File: config.mk
export PLATFORM = sky130hd
export DESIGN_NAME = atqs_cells
export DESIGN_NICKNAME = d
export VERILOG_FILES = /design/src/hdl/atqs_pkg.sv /design/src/hdl/atqs_cells.sv
export SDC_FILE = /design/constraint.sdc
export NUM_CORES = 1
export LEC_CHECK = 0
export BUFFER_PORTS_ARGS = -buffer_cell sky130_fd_sc_hd__buf_2
export CORE_ASPECT_RATIO = 0.6
export CORE_MARGIN = 4
export CORE_UTILIZATION = 59
export CTS_BUF_LIST = sky130_fd_sc_hd__clkbuf_16
export DETAILED_ROUTE_END_ITERATION = 8
export PLACE_DENSITY = 0.72
export SLEW_MARGIN = 25
export SYNTH_ARGS = -nofsm -noshare
export SYNTH_HDL_FRONTEND = slang
export SYNTH_SLANG_ARGS = --single-unit
File: constraint.sdc
create_clock -name clk -period 6.05 [get_ports clk]
set_clock_uncertainty 0.1 [all_clocks]
set_input_delay 0.3025 -clock clk [delete_from_list [all_inputs] [get_ports clk]]
set_output_delay 0.3025 -clock clk [all_outputs]
set_load 0.02 [all_outputs]
File: src/hdl/atqs_pkg.sv
// Shared constants, types and helpers of the affinity task queue scheduler.
package atqs_pkg;

	localparam int QD    = 64;
	localparam int QAW   = 6;
	localparam int CW    = 7;
	localparam int TAW   = 8;
	localparam int NT    = 256;
	localparam int CAW   = 8;
	localparam int NC    = 256;
	localparam int RW    = 4;
	localparam int DW    = 19;
	localparam int LIMW  = 7;

	localparam logic [LIMW-1:0] HIT_LIMIT_RST = 7'd10;
	localparam logic [1:0]      FULL_SCORE    = 2'd2;

	localparam logic [2:0] ACT_WRITE  = 3'd0;
	localparam logic [2:0] ACT_INSERT = 3'd1;
	localparam logic [2:0] ACT_GET    = 3'd2;
	localparam logic [2:0] ACT_REWIND = 3'd3;
	localparam logic [2:0] ACT_WAIT   = 3'd4;
	localparam logic [2:0] ACT_TABOO  = 3'd5;

	localparam logic [1:0] KIND_SORT  = 2'd0;
	localparam logic [1:0] KIND_SELF  = 2'd1;
	localparam logic [1:0] KIND_PAIR  = 2'd2;
	localparam logic [1:0] KIND_OTHER = 2'd3;

	typedef enum logic [4:0] {
		S_IDLE, S_WAIT_WR, S_SC_TOP, S_SC_DESC, S_SC_A, S_SC_B, S_SC_EVAL,
		S_LK_B, S_REL_A, S_REL_B, S_FIN, S_OWN_B, S_SH, S_SH_WR, S_SD, S_SD_WR,
		S_DONE
	} state_t;

	typedef struct packed {
		logic [CAW-1:0] rd_addr;
		logic [CAW-1:0] wr_addr;
		logic           own_we;
		logic [RW-1:0]  own_wd;
		logic           tab_we;
		logic           tab_wd;
	} cs_req_t;

	function automatic logic [1:0] d_kind(input logic [DW-1:0] d);
		return d[1:0];
	endfunction

	function automatic logic [CAW-1:0] d_cell_a(input logic [DW-1:0] d);
		return d[9:2];
	endfunction

	function automatic logic [CAW-1:0] d_cell_b(input logic [DW-1:0] d);
		return d[17:10];
	endfunction

	function automatic logic d_wait(input logic [DW-1:0] d);
		return d[18];
	endfunction

endpackage

File: src/hdl/atqs_cells.sv
// Cell owner and taboo stores, cleared by a pass over all cells after reset.
module atqs_cells import atqs_pkg::*; (
	input  logic          clk,
	input  logic          arst_n,
	input  cs_req_t       req,
	output logic [RW-1:0] owner,
	output logic          taboo,
	output logic          clearing
);

	logic [RW-1:0]  own_mem [NC];
	logic           tab_mem [NC];
	logic [RW-1:0]  own_rd_q;
	logic           tab_rd_q;
	logic [CAW-1:0] clr_addr_q;
	logic           clr_busy_q;

	always_ff @(posedge clk or negedge arst_n) begin
		if (!arst_n) begin
			clr_addr_q <= '0;
			clr_busy_q <= 1'b1;
		end else if (clr_busy_q) begin
			clr_addr_q <= clr_addr_q + 1'b1;
			if (clr_addr_q == CAW'(NC - 1)) clr_busy_q <= 1'b0;
		end
	end

	always_ff @(posedge clk) begin
		if (clr_busy_q) begin
			own_mem[clr_addr_q] <= '0;
			tab_mem[clr_addr_q] <= 1'b0;
		end else begin
			if (req.own_we) own_mem[req.wr_addr] <= req.own_wd;
			if (req.tab_we) tab_mem[req.wr_addr] <= req.tab_wd;
		end
		own_rd_q <= own_mem[req.rd_addr];
		tab_rd_q <= tab_mem[req.rd_addr];
	end

	assign owner    = own_rd_q;
	assign taboo    = tab_rd_q;
	assign clearing = clr_busy_q;

endmodule
# == After elaboration in Yosys (flattened, before gate mapping) ==
# Memory sizes are Yosys's and may differ from the RTL's. A register that Yosys moved wholly into a read port is not among the register bits.
# Index checks and enable logic that the tools add are counted.
# op_classes
add_sub_neg,1
mul,0
div_mod_pow,0
magnitude_cmp,0
n_eq_ne,1
shift,0
n_mux,16
n_bitwise,0
reduce_logical,2
# op_table
cell,count
$mux 8,2
$mux 1,13
$add 8x1->8 const B,1
$eq 8x8->1 const B,1
$mux 4,1
$reduce_or 4->1,1
$reduce_or 1->1,1
# word_totals
regBits,9
latchBits,0
ramBits,1280
rom_bits,0
input_bits,25
output_inout_bits,6
wordCells,24
n_memories,2
# memory_table
memory,depth,word_bits,rd,rd_ports_with_merged_regs,write_ports,line,rtl
own_mem,256,4,1,1,1,atqs_cells.sv:11,logic [RW-1:0] own_mem [NC];
tab_mem,256,1,1,1,1,atqs_cells.sv:12,logic tab_mem [NC];

# == Longest topological paths before layout ==
# logic_depth
ltp_word,5
ltp_mapped,12
mapped_depth_nobuf,7

# == Worst setup path before layout ==
# Ideal clock, no wire load.
# synth_path
path_kind,register to register
from,register clr_busy_q (netlist: clearing)
to,"memory tab_mem[0], data pin"
setup_ps,867
t_arrival_ps,4322
t_required_ps,5083
slack_ps,761
path_stages_with_launch,5
n_path_buf,2
synth_period_minus_slack_ps,5289
path_cell_list,dfstp_2 clkbuf_1 nor2b_1 clkbuf_1 and2_1
# synth_via
elab_chain_cells,4
# synth_rtl
item,line,rtl
"start, declared",atqs_cells.sv:16,logic clr_busy_q;
"start signal, assigned",atqs_cells.sv:21,clr_busy_q <= 1'b1;
"start signal, assigned",atqs_cells.sv:24,if (clr_addr_q == CAW'(NC - 1)) clr_busy_q <= 1'b0;
$mux 1,atqs_cells.sv:29,if (clr_busy_q) begin
$mux 1 (not written as such),atqs_cells.sv:34,if (req.tab_we) tab_mem[req.wr_addr] <= req.tab_wd;
$reduce_or 1->1 (no source line),--,
$mux 1 (no source line),--,
"end, declared",atqs_cells.sv:12,
# No other way between the ends.

# == Final worst setup path ==
# layout_path
from,register clr_busy_q (netlist: clearing)
to,"memory own_mem[173][3], enable pin"
# layout_via
elab_chain_cells,4
word_cells_on_any_way,7
classes_between,mux: 6; reduce/logical: 1
# layout_rtl
item,line,rtl
$mux 1,atqs_cells.sv:29,
$mux 1 (not written as such),atqs_cells.sv:33,if (req.own_we) own_mem[req.wr_addr] <= req.own_wd;
$reduce_or 4->1 (no source line),--,
$mux 8 (no source line) or $mux 1 (tied branches),--,
"end, declared",atqs_cells.sv:11,
# Parallel ways exist; a longest one is shown, timed or not.

==> results.json <==
{
  "cp_max_fo": 15,
  "insertion_delay_ps": 710,
  "finalMaxSlewViolations": 0,
  "boundaryPins": 31,
  "arrival_ps": 4090,
  "num-nets-final": 3026,
  "cts-buffers-inserted": 110,
  "cp.required_ps": 6280,
  "fin_crit_ps": 3870,
  "synth_top_area_share_pct": 73.1,
  "cts_max_level": 3,
  "yosys_register_bits": 1294,
  "drv_cap": 0,
  "rr_endpoint": "own_mem[173][3]$_DFFE_PP_",
  "port_buffers": 30,
  "synth_top_area_cell": "edfxtp_1",
  "crit_type": "register to register",
  "crit_path_start_kind": "register",
  "syn2layout_area_growth_pct": 9.21,
  "path_common_cell": "nor2_1",
  "relSlewSlack_pct": 29.1,
  "reg2regPathDepth": 5,
  "postRouteAntennaNets": 0,
  "ys_types": 49,
  "tns_ps": 0,
  "p_leak_nw": 18.2,
  "grt_pass1_wl_mm": 192,
  "drt_iter0_markers": 4606,
  "setup_viol": 0,
  "clock_path_buffers": 3,
  "rsz0062_at_grt": "false",
  "grt.total_usage_pct": 28.3,
  "grt_pass1_vias": 28100,
  "syn_inst": 2986,
  "crit_path_start": "clearing$_DFF_PN1_",
  "hold_start": "req[21]",
  "yosysMostFrequentCell": "edfxtp_1",
  "async_flop_share_pct": 0.696,
  "cts_tree": "built",
  "detailed_place_hpwl_mm": 80.6,
  "vdd_ir_drop_max_mv": 0.269,
  "dr_total_vias": 29000,
  "synth_flop_cell": "edfxtp_1",
  "crit_path_top_delay_cell": "nor2b_1",
  "cp_num_cells": 5,
  "cts-root-buf": "clkbuf_16",
  "wire_per_inst_um": 30.8,
  "die_w_um": 393,
  "synth_edf_count": 1280,
  "grt_overflow_total": 0,
  "hold_buffers": 3,
  "std_cell_rows": 84,
  "drt-total-wl_mm": 131,
  "finalHoldViolCount": 0,
  "initial_core_util_pct": 59.7,
  "layout-drive-gt1-share_pct": 17.5,
  "dp_slack_ps": 1760,
  "clock_sinks": 1294,
  "r2r-start": "clearing$_DFF_PN1_",
  "worst_slack_ps": 2180,
  "endpoint": "own_mem[173][3]$_DFFE_PP_",
  "grt_max_degree": 209,
  "yosysSeqAreaShare_pct": 73.8,
  "cts_setup_buffers": 0,
  "synthTopCellsByCount": "1280 x edfxtp_1, 554 x nor2_1, 263 x mux4_2, 180 x mux2i_1, 124 x nand2_1",
  "finalCritPeriodShare_pct": 63.9,
  "crit_chain": "nor2b_1, a31oi_1, nor2_1, nand2_2, nor2_1",
  "crit_family": "simple AND/OR/NAND/NOR gates",
  "cp-end-kind": "register",
  "powerDensity_nw_per_um2": 311,
  "via_per_inst": 6.83,
  "antenna_found_initial": 5,
  "min_path_type": "input pin to register",
  "die_h_um": 239,
  "die_area_sq_um": 94100,
  "cp.buffers_inverters": 0,
  "netlist_area_sq_um": 52500,
  "fmax_mhz": 259,
  "syn-num-nets": 3012,
  "critical-path-max-stage-delay_ps": 740,
  "antennaDiodeCount": 0,
  "avgSynthCellArea_sq_um": 17.6,
  "worstMarginPinSlew_ps": 1060,
  "ys_warn_count": 0,
  "timing.reg2reg.setup_slack_ps": 2180,
  "coreArea_sq_um": 88000,
  "synth_area_leaders": "edfxtp_1 73%, mux4_2 11%, nor2_1 4.0%",
  "drc": 0,
  "post_cts_resized": 0,
  "path_clk_slew_ps": 70,
  "status": "finished, final reports clean",
  "place_congestion": 0.883,
  "drt_pass1_iterations": 5
}
[how the worst min path moves through the flow]
stage / endpoint / slack (ps) / depth (start not counted)
finish: owner[1]$_DFF_P_ / 70 / 3
global route: taboo$_DFF_P_ / 50 / 3
CTS: owner[1]$_DFF_P_ / 10 / 3
detailed placement: clr_addr_q[6]$_DFFE_PN0P_ / 70 / 1
global placement: clr_addr_q[6]$_DFFE_PN0P_ / 50 / 1
floorplan: clr_addr_q[0]$_DFFE_PN0P_ / -90 / 0
[metal layers]
| metal | vias to the layer above | wire length [um] | global-route usage (%) |
|---|---|---|---|
| met4 | 2 | 3380 | 7.76 |
| met3 | 240 | 18700 | 8.56 |
| met2 | 2079 | 55900 | 39.0 |
| met1 | 14900 | 52800 | 44.5 |
| li1 | 11800 | - | - |
| met5 | - | 13 | 0 |
[layout by cell type, fill, tap and decap left out, types with 22 or more instances in the layout]
cell,count
nand2_1,119
clkinv_1,28
mux4_2,263
buf_2,29
edfxtp_1,1280
nor2_1,554
o221ai_1,63
mux2i_1,180
clkbuf_16,111
buf_4,48
a22oi_1,27
o22ai_1,39
clkinv_2,22
nand3_1,34
o21ai_0,22
a21oi_1,48
[worst reg2reg max path, stage by stage, from the launching register on]
cell     delay (ps)
dfstp_2         440
nor2b_1         740
a31oi_1         410
nor2_1          490
nand2_2         660
nor2_1          640
[cells by family after synthesis]
family / count (synthesis) / share of synthesized area (%)
flops: 1294 / 73.8
compound gates: 262 / 3.42
fa+ha+maj: 1 / 0.0238
mux: 444 / 14.7
xor+xnor: 7 / 0.117
buf+inv: 194 / 1.96
simple gates: 784 / 6.00
[power breakdown]
group / total (mW) / internal, mW / switching, mW / leakage [nW]
Clock: 7.03 / 3.81 / 3.22 / 1.77
Sequential: 9.87 / 9.86 / 0.0123 / 12.0
Combinational: 0.958 / 0.307 / 0.651 / 4.38
Total: 17.9 / 14.0 / 3.88 / 18.2
[final cells by class]
type,count,area [sq um]
Tap cell,1161,1450
Inverter,3,11.3
Fill cell,5766,30600
Timing Repair Buffer,93,793
Multi-Input combinational cell,1498,12800
Clock buffer,111,2780
Sequential cell,1294,38800
Clock inverter,92,757
[through the flow]
stage	hold WS (ps)	cell area, sq um	std cells	power (mW)	utilization (%)
global route	47.7	57400	4252	18.4	65.2
CTS	12.7	57300	4250	17.9	65.2
global placement	53.3	53700	4043	11.0	61.1
finish	67.3	57400	4252	17.9	65.2
floorplan	-93.1	52500	2986	10.7	-
detailed placement	67.1	53800	4044	11.0	61.1
[sequential cells by signal, summed over array words and instances, names as in the netlist]
signal / flops
tab_mem: 256
owner: 4
own_mem: 1024
taboo: 1
clearing: 1
clr_addr_q: 8
Power figures use the tool's default switching activity.
